**src/rtl/core/sspq_pkg.sv**
```systemverilog
// Shared types, widths and codes for the stable sorted priority queue.
package sspq_pkg;

  // Default number of entries held by the queue.
  localparam int DEPTH_DEF = 16;

  // Field widths fixed by the interface.
  localparam int DATA_W   = 32;
  localparam int PRIO_W   = 16;
  localparam int FILL_W   = 5;
  localparam int STATUS_W = 2;

  // Result status codes.
  localparam logic [STATUS_W-1:0] STS_INSERTED  = 2'd0;
  localparam logic [STATUS_W-1:0] STS_REMOVED   = 2'd1;
  localparam logic [STATUS_W-1:0] STS_UNDERFLOW = 2'd2;
  localparam logic [STATUS_W-1:0] STS_OVERFLOW  = 2'd3;

  // Request function codes.
  localparam logic FUNC_INSERT = 1'b0;
  localparam logic FUNC_REMOVE = 1'b1;

  // Command from the controller to the datapath for one request.
  typedef struct packed {
    logic                ld;      // capture a result this cycle
    logic                ins;     // insert the incoming entry
    logic                rem;     // remove the head entry
    logic [STATUS_W-1:0] status;  // status to report
  } cmd_t;

  // Status from the datapath back to the controller.
  typedef struct packed {
    logic empty;
    logic full;
  } flags_t;

endpackage

```
**src/rtl/core/stable_sorted_priority_queue.sv**
```systemverilog
// Top level of the stable sorted priority queue.
//
// A request (insert or remove) is taken at every clock edge where start is
// high and busy is low; busy is high only while rst_n is asserted. For each
// request, the entry cells compare the new priority against every held
// entry at once and shift in the same cycle, so a new request can follow
// every cycle. Its result appears on the out_ ports in the next cycle,
// marked by out_valid for exactly that one cycle; the receiver cannot stall,
// so the result must be captured then. Equal priorities leave in arrival
// order. An insert into a full queue reports overflow, a removal from an
// empty queue reports underflow, and neither changes the queue.
module stable_sorted_priority_queue #(
  parameter int DEPTH = sspq_pkg::DEPTH_DEF
) (
  input  logic                                 clk,
  input  logic                                 rst_n,
  input  logic                                 start,
  output logic                                 busy,
  input  logic                                 in_func,
  input  logic signed [sspq_pkg::DATA_W-1:0]   in_data_in,
  input  logic        [sspq_pkg::PRIO_W-1:0]   in_prio_in,
  output logic                                 out_valid,
  output logic        [sspq_pkg::STATUS_W-1:0] out_status,
  output logic signed [sspq_pkg::DATA_W-1:0]   out_data_out,
  output logic        [sspq_pkg::PRIO_W-1:0]   out_prio_out,
  output logic        [sspq_pkg::FILL_W-1:0]   out_fill_count
);

  sspq_pkg::cmd_t   cmd;
  sspq_pkg::flags_t flags;

  // Request decode and result strobe.
  sspq_ctrl u_ctrl (
    .clk       (clk),
    .rst_n     (rst_n),
    .start     (start),
    .in_func   (in_func),
    .flags     (flags),
    .cmd       (cmd),
    .busy      (busy),
    .out_valid (out_valid)
  );

  // Entry cells, count and result registers.
  sspq_datapath #(
    .DEPTH (DEPTH)
  ) u_datapath (
    .clk            (clk),
    .rst_n          (rst_n),
    .cmd            (cmd),
    .in_data_in     (in_data_in),
    .in_prio_in     (in_prio_in),
    .flags          (flags),
    .out_status     (out_status),
    .out_data_out   (out_data_out),
    .out_prio_out   (out_prio_out),
    .out_fill_count (out_fill_count)
  );

endmodule

```
**src/rtl/core/sspq_ctrl.sv**
```systemverilog
// Controller: decodes requests into datapath commands and drives the result strobe.
module sspq_ctrl (
  input  logic              clk,
  input  logic              rst_n,
  input  logic              start,
  input  logic              in_func,
  input  sspq_pkg::flags_t  flags,
  output sspq_pkg::cmd_t    cmd,
  output logic              busy,
  output logic              out_valid
);

  localparam logic ST_IDLE = 1'b0;
  localparam logic ST_RESP = 1'b1;

  logic state_r;
  logic state_nxt;
  logic accept;

  // The queue takes a request every cycle; it only holds off while in reset.
  assign busy   = ~rst_n;
  assign accept = start & ~busy;

  // Decode the request against the current fill state.
  always_comb begin
    cmd     = '0;
    cmd.ld  = accept;
    if (in_func == sspq_pkg::FUNC_INSERT) begin
      cmd.ins    = accept & ~flags.full;
      cmd.status = flags.full ? sspq_pkg::STS_OVERFLOW : sspq_pkg::STS_INSERTED;
    end else begin
      cmd.rem    = accept & ~flags.empty;
      cmd.status = flags.empty ? sspq_pkg::STS_UNDERFLOW : sspq_pkg::STS_REMOVED;
    end
  end

  // The response state follows every accepted request.
  always_comb begin
    case (state_r)
      ST_IDLE: state_nxt = accept ? ST_RESP : ST_IDLE;
      ST_RESP: state_nxt = accept ? ST_RESP : ST_IDLE;
      default: state_nxt = ST_IDLE;
    endcase
  end

  always_ff @(posedge clk) begin
    if (!rst_n) begin
      state_r <= ST_IDLE;
    end else begin
      state_r <= state_nxt;
    end
  end

  assign out_valid = (state_r == ST_RESP);

endmodule

```
**src/rtl/core/sspq_datapath.sv**
```systemverilog
// Datapath: a row of sorted entry cells with parallel compare, the count and result registers.
module sspq_datapath #(
  parameter int DEPTH = sspq_pkg::DEPTH_DEF
) (
  input  logic                                clk,
  input  logic                                rst_n,
  input  sspq_pkg::cmd_t                      cmd,
  input  logic signed [sspq_pkg::DATA_W-1:0]  in_data_in,
  input  logic        [sspq_pkg::PRIO_W-1:0]  in_prio_in,
  output sspq_pkg::flags_t                    flags,
  output logic        [sspq_pkg::STATUS_W-1:0] out_status,
  output logic signed [sspq_pkg::DATA_W-1:0]  out_data_out,
  output logic        [sspq_pkg::PRIO_W-1:0]  out_prio_out,
  output logic        [sspq_pkg::FILL_W-1:0]  out_fill_count
);

  localparam int CNT_W = $clog2(DEPTH + 1);

  logic [sspq_pkg::DATA_W-1:0] data_r   [DEPTH];
  logic [sspq_pkg::PRIO_W-1:0] prio_r   [DEPTH];
  logic [sspq_pkg::DATA_W-1:0] data_nxt [DEPTH];
  logic [sspq_pkg::PRIO_W-1:0] prio_nxt [DEPTH];
  logic [DEPTH-1:0]            behind;
  logic [CNT_W-1:0]            count_r;
  logic [CNT_W-1:0]            count_nxt;

  assign flags.empty = (count_r == '0);
  assign flags.full  = (count_r == CNT_W'(DEPTH));

  // Each cell flags whether the new entry goes at or ahead of it. Empty cells
  // count as flagged, so the flags form one run up to the end of the row.
  always_comb begin
    for (int i = 0; i < DEPTH; i++) begin
      behind[i] = (CNT_W'(i) >= count_r) || (prio_r[i] > in_prio_in);
    end
  end

  // Each cell keeps, loads the new entry, shifts back or shifts forward.
  always_comb begin
    for (int i = 0; i < DEPTH; i++) begin
      data_nxt[i] = data_r[i];
      prio_nxt[i] = prio_r[i];
      if (cmd.ins && behind[i]) begin
        if (i == 0 || !behind[(i == 0) ? 0 : i-1]) begin
          data_nxt[i] = in_data_in;
          prio_nxt[i] = in_prio_in;
        end else begin
          data_nxt[i] = data_r[(i == 0) ? 0 : i-1];
          prio_nxt[i] = prio_r[(i == 0) ? 0 : i-1];
        end
      end else if (cmd.rem && i < DEPTH-1) begin
        data_nxt[i] = data_r[(i < DEPTH-1) ? i+1 : i];
        prio_nxt[i] = prio_r[(i < DEPTH-1) ? i+1 : i];
      end
    end
  end

  // Entry count after the request.
  always_comb begin
    count_nxt = count_r;
    if (cmd.ins) begin
      count_nxt = count_r + 1'b1;
    end else if (cmd.rem) begin
      count_nxt = count_r - 1'b1;
    end
  end

  always_ff @(posedge clk) begin
    if (!rst_n) begin
      count_r <= '0;
    end else begin
      count_r <= count_nxt;
    end
  end

  // Entry cells hold payload only and need no reset.
  always_ff @(posedge clk) begin
    for (int i = 0; i < DEPTH; i++) begin
      data_r[i] <= data_nxt[i];
      prio_r[i] <= prio_nxt[i];
    end
  end

  // Result registers, loaded once per accepted request.
  always_ff @(posedge clk) begin
    if (cmd.ld) begin
      out_status     <= cmd.status;
      out_data_out   <= cmd.rem ? data_r[0] : '0;
      out_prio_out   <= cmd.rem ? prio_r[0] : '0;
      out_fill_count <= sspq_pkg::FILL_W'(count_nxt);
    end
  end

endmodule

```
**config.mk**
```make
export PLATFORM = sky130hd
export DESIGN_NAME = stable_sorted_priority_queue
export DESIGN_NICKNAME = d
export VERILOG_FILES = /design/src/rtl/core/sspq_pkg.sv /design/src/rtl/core/stable_sorted_priority_queue.sv /design/src/rtl/core/sspq_ctrl.sv /design/src/rtl/core/sspq_datapath.sv
export SDC_FILE = /design/constraint.sdc
export NUM_CORES = 2
export LEC_CHECK = 0
export ABC_AREA = 1
export BUFFER_PORTS_ARGS = -buffer_cell sky130_fd_sc_hd__buf_2
export CAP_MARGIN = 20
export CORE_ASPECT_RATIO = 1.75
export CORE_UTILIZATION = 35
export CTS_BUF_LIST = sky130_fd_sc_hd__clkbuf_2
export DETAILED_ROUTE_END_ITERATION = 8
export GPL_TIMING_DRIVEN = 0
export PLACE_DENSITY = 0.5
export SLEW_MARGIN = 20
export SYNTH_ARGS = -nofsm -noshare
export SYNTH_HDL_FRONTEND = slang
export SYNTH_SLANG_ARGS = --single-unit
```
**constraint.sdc**
```tcl
create_clock -name clk -period 6.65 [get_ports clk]
set_clock_uncertainty 0.15 [all_clocks]
set_input_delay 0.665 -clock clk [delete_from_list [all_inputs] [get_ports clk]]
set_output_delay 0.665 -clock clk [all_outputs]
set_load 0.05 [all_outputs]
```
Word-level counts from Yosys, hierarchy flattened --
Memories as Yosys holds them, arrays and structs flattened. Index checks and enable logic that the tools add are counted.
Cells by class: mux-type cells 100, $add $sub $neg 2, order comparisons 32, equal/unequal tests 1, bitwise logic cells 6, reductions and logical operators 33
Operators with widths (count):
- $mux 32 | 46
- $mux 16 | 46
- $gt 16x16->1 | 16
- $ge 4x5->1 const A | 8
- $ge 3x5->1 const A | 4
- $logic_and 1x1->1 | 16
- $logic_or 1x1->1 | 16
- $ge 1x5->1 const A | 2
- $ge 2x5->1 const A | 2
- $mux 5 | 2
- $mux 2 | 3
- $add 5x1->5 const B | 1
- $eq 5x5->1 const B | 1
- $logic_not 5->1 | 1
- $sub 5x1->5 const B | 1
- $and 1x1->1 | 3
- $mux 1 | 3
- $not 1->1 | 3
Storage, ports and cells: input port bits 52, memories kept 2, output and inout port bits 57, word-level logic and storage cells 182, register bits after elaboration 61, RAM bits 768
Memory list:
- u_datapath.data_r | words 16, width 32, rd ports 16, clocked after Yosys merged registers in 0, wr ports 16, RTL line sspq_datapath.sv:19 | logic [sspq_pkg::DATA_W-1:0] data_r [DEPTH];
- u_datapath.prio_r | words 16, width 16, rd ports 16, clocked after Yosys merged registers in 0, wr ports 16, RTL line sspq_datapath.sv:20 | logic [sspq_pkg::PRIO_W-1:0] prio_r [DEPTH];

Longest topological paths before layout --
depth in word-level cells 6, gate-level depth with buffers 19, mapped depth without buffers 17

By module --
From an unflattened synthesis, not the netlist that was laid out.
Unflattened totals: cells, all modules 6681, area, all modules 50568.5 µm²
By module, submodules not included:
- sspq_datapath | instances 1, cells an instance 6664, area each 50482.2 µm²
- sspq_ctrl | instances 1, cells an instance 17, area each 86.3 µm²

Worst setup path after synthesis --
OpenSTA, ideal clock, no wires.
path type in2reg, start in rst_n, end mem u_datapath.data_r[1][224] in the netlist's numbering, enable pin, setup time 469 ps, cell stages on the path 4, setup slack 1568 ps, buffers on the path 0, data arrival time 4462 ps, path through nand2_1 inv_1 nand2_4 a21oi_1
RTL lines:
- start: declaration | RTL line stable_sorted_priority_queue.sv:16 | input logic rst_n,
- end: declaration | RTL line sspq_datapath.sv:19

==> summary.md <==
The run finished with clean final reports. Ratio of total power to cell area: 223 nW/um^2. In the final design database the tool counted 7,424 nets. Across the run, the number of max-cap violations was 0.

For the detailed router's first-iteration violation count, the log shows 3,513. The run gives 0 as the count of final hold-check violations. When the netlist entered floorplanning its net count stood at 6,986.

The startpoint of the worst setup timing path was in_prio_in[13]. No sink is reached through more buffers than the 4 on the longest clock path. The finished layout holds 9,117 standard cells, fillers aside. The number of cells in the design after placement was 8,653. In the synthesized netlist, the number of instances is 6,673. The part of the Yosys area used for sequential elements is 0.490. The placeable core region is 144,000 sq um. Counting I/O delays and the setup requirement, the final critical path takes 5.16 ns.

The worst hold margin was 0.121 ns. The clock slew at the register clock pins of the worst setup and hold paths was 0.11 ns. 109 I/O pins were placed.

Share of synthesized registers carrying an async set or reset: 0. STA puts the critical path data arrival time at 6.20 ns. The global router's overall resource usage is 0.277. The startpoint-to-endpoint class of the critical path was in2reg. Setup repair after global routing left no endpoint under its margin. In the final layout, the multi-input gates occupy 23,300 sq um.

The fill cell total of the finished layout was 15,600; the total of buffers placed on input and output ports was 108. For the worst flop-to-flop path, the logic depth is 10. Compared with the post-synthesis result, the final layout area differs by 12.0%. The final setup violation count came out at 0. The most used flip-flop cell after synthesis is edfxtp_1. Entering global routing, the biggest net connects 51 pins. Counting flops and latches in the post-synthesis netlist gives 829.

Detailed routing inserted a total of 47,100 vias. Once the clock tree was built, the resizer swapped 0 gates to a different size. The CTS sink count is 829. The analysis attributes to cell leakage a power of 27.5 nW. Following the worst setup path forward leads to its endpoint at u_datapath.data_r[0][228].

The worst slew margin relative to its limit was 0.158; the overflow left after global routing was 0. For the pin with the worst max-slew slack, the measured transition is 1.26 ns. The design draws 0.0127 W.

The top fanout value on the critical path works out to 43. The run gives 162,000 um as the half-perimeter wire length after placement. The area taken by flip-flops and latches came out at 24,800 sq um.

Library cell used as clock root buffer: clkbuf_2. In this run the cell area of the synthesized design comes to 50,700 sq um. For the via count of the first global-routing pass, the log shows 47,600. The worst setup path is launched from an input pin. The run gives 0.395 as the utilization after layout.

STA classifies the critical path endpoint as a flip-flop. In this run the remaining antenna-violating nets after routing total 0. The tools report the launching point of the worst reg2reg path as u_datapath.count_r[1].

The quantity of hold-fixing buffers added after cts was 102. The later pin in the worst-skew pair is clocked with a latency of 1.54 ns. Measured along the y axis, the die boundary spans 505 um. Number of synthesized flops with an enable pin: 823. The tools report the routability-driven placement congestion ratio as 0.923. The initial antenna violation count was 3; the number of warnings issued by yosys was 0. Slack of the worst reg-to-reg path: 2.22 ns.

The post-route fraction of the period consumed by the critical path is 0.776, and the wire length after detailed routing is 205,000 um. The number of buffers inserted by post-CTS setup repair was 0; the detailed-route DRC error count was 0. The logs give 214 for the number of buffers inserted during clock tree synthesis and 0 for the final number of max-transition violations.

Static timing analysis puts the maximum clock frequency at 194 MHz. The share of cells above drive strength 1 is 0.0876, and the average cell area after synthesis is 7.60 sq um. TritonCTS built the clock tree. The worst hold path belongs to the class in2reg.

In the final routed layout, each cell accounts on average for 22.5 um. The wire length of the first global-routing pass came out at 295,000 um. In this run the horizontal extent of the chip is 290 um. The floorplan step defined a die boundary enclosing 146,000 sq um.

The number of different library cells used by synthesis comes to 30. The number of H-tree levels is 4, and the total number of placement rows is 184. The number of vias per cell after detailed routing is 5.17. The tools report the effective utilization at floorplan as 0.353. The first TritonRoute pass finished after 6 iterations. VDD sags by at most 0.0937 mV.

In this run the critical register-to-register path is captured at u_datapath.prio_r[2][47]. STA puts the critical path data required time at 7.69 ns.
[cells by family after synthesis]
logic type / Yosys count / synth area share
simple gates: 4678 / 0.366
buf+inv: 649 / 0.0534
compound gates: 254 / 0.0263
flops: 829 / 0.490
fa+ha+maj: 261 / 0.0644
xor+xnor: 2 / 0.000346
[per-layer routing]
layer	part of all wire	GRT usage	up-vias	wire [um]
met5	0	0	-	0
li1	-	-	22600	-
met1	0.33	0.265	22400	68500
met4	0.089	0.217	0	18300
met3	0.036	0.0301	669	7460
met2	0.54	0.526	1432	111000
[worst min-delay path by stage]
| stage | start | end | slack (ns) | cells after the start |
|---|---|---|---|---|
| 5_1_grt | in_data_in[3] | u_datapath.data_r[1][3] | 0.1 | 6 |
| 2_1_floorplan | u_datapath.data_r[1][224] | u_datapath.data_r[1][192] | 0.34 | 2 |
| 3_3_place_gp | u_datapath.data_r[1][237] | u_datapath.data_r[1][205] | 0.36 | 2 |
| 6_report | in_data_in[30] | u_datapath.data_r[1][94] | 0.12 | 6 |
| 4_1_cts | in_data_in[3] | u_datapath.data_r[1][3] | 0.003 | 6 |
| 3_5_place_dp | u_datapath.data_r[1][236] | u_datapath.data_r[1][204] | 0.36 | 2 |
[stage by stage]
| step | TNS [ns] | setup WS [ns] | instance area, sq um |
|---|---|---|---|
| after floorplan | 0 | 1.57 | 50700 |
| after global placement | -387.25 | -1.43 | 53600 |
| after detailed placement | 0 | 0.657 | 53900 |
| after CTS | 0 | 1.71 | 56700 |
| after global routing | 0 | 1.45 | 56800 |
| final | 0 | 1.49 | 56800 |
[synthesized netlist by cell type (2+ instances only)]
master / number / area (sq um)
nand4_1: 13 / 81.3
inv_2: 20 / 75.1
a21o_1: 14 / 105
a21oi_1: 107 / 536
o21ai_1: 20 / 100
buf_2: 120 / 601
edfxtp_1: 823 / 24700
nor2_1: 143 / 537
o211ai_1: 2 / 15.0
dfxtp_1: 6 / 120
buf_4: 28 / 210
o21ai_0: 105 / 526
nand3_1: 710 / 3550
xor2_1: 2 / 17.5
nand2_4: 6 / 67.6
ha_1: 261 / 3270
nor3_1: 6 / 30.0
inv_1: 201 / 754
buf_6: 2 / 22.5
buf_1: 36 / 135
nand2_1: 3799 / 14300
clkbuf_1: 241 / 905
[worst max-delay path: stages]
cell and delay, ns:
dlygate4sd3_1 0.54, buf_2 0.27, clkbuf_1 0.69, inv_1 0.76, ha_1 0.58, nand4_1 0.12
nor2_1 0.26, nand3_1 0.11, nand2_1 0.46, nand2_1 0.46, nand2_4 0.25, buf_4 0.22
buf_2 0.30, nand2_4 0.16, buf_16 0.26
[power by group]
part	switching (W)	internal [W]	total (W)
combinational	0.00182	0.000733	0.00256
clock	0.00238	0.00128	0.00366
sequential	0.000300	0.00616	0.00646
[layout by cell type (no fill, tap or decap), drive strengths merged, types with 5 or more instances in the layout]
master       synthesis  routed
nand4               13      13
clkinv               0      51
ha                 261     261
dlygate4sd3          0     102
clkbuf             241     542
o21ai              125     125
inv                222     224
nor3                 6       6
nand3              710     710
nand2             3806    3806
a21o                14      14
edfxtp             823     823
dfxtp                6       6
buf                186     306
diode                0       5
nor2               143     143
a21oi              107     107
[sequential cells by signal, indices dropped and copies added (netlist names)]
register,count
u_ctrl.out_valid,1
u_datapath.count_r,5
u_datapath.data_r,512
u_datapath.out_data_out,32
u_datapath.out_fill_count,5
u_datapath.out_prio_out,16
u_datapath.out_status,2
u_datapath.prio_r,256
[final cells by class]
class                   count  area share
well taps                1860      0.0410
multi-input cells        5195       0.410
plain buffers             427      0.0330
flip-flops and latches    829       0.438
clock buffers             301      0.0265
clock inverters            56     0.00483
inverters                 222      0.0148
repair buffers            222      0.0323
diodes                      5    0.000220
Power figures use the tool's default switching activity.
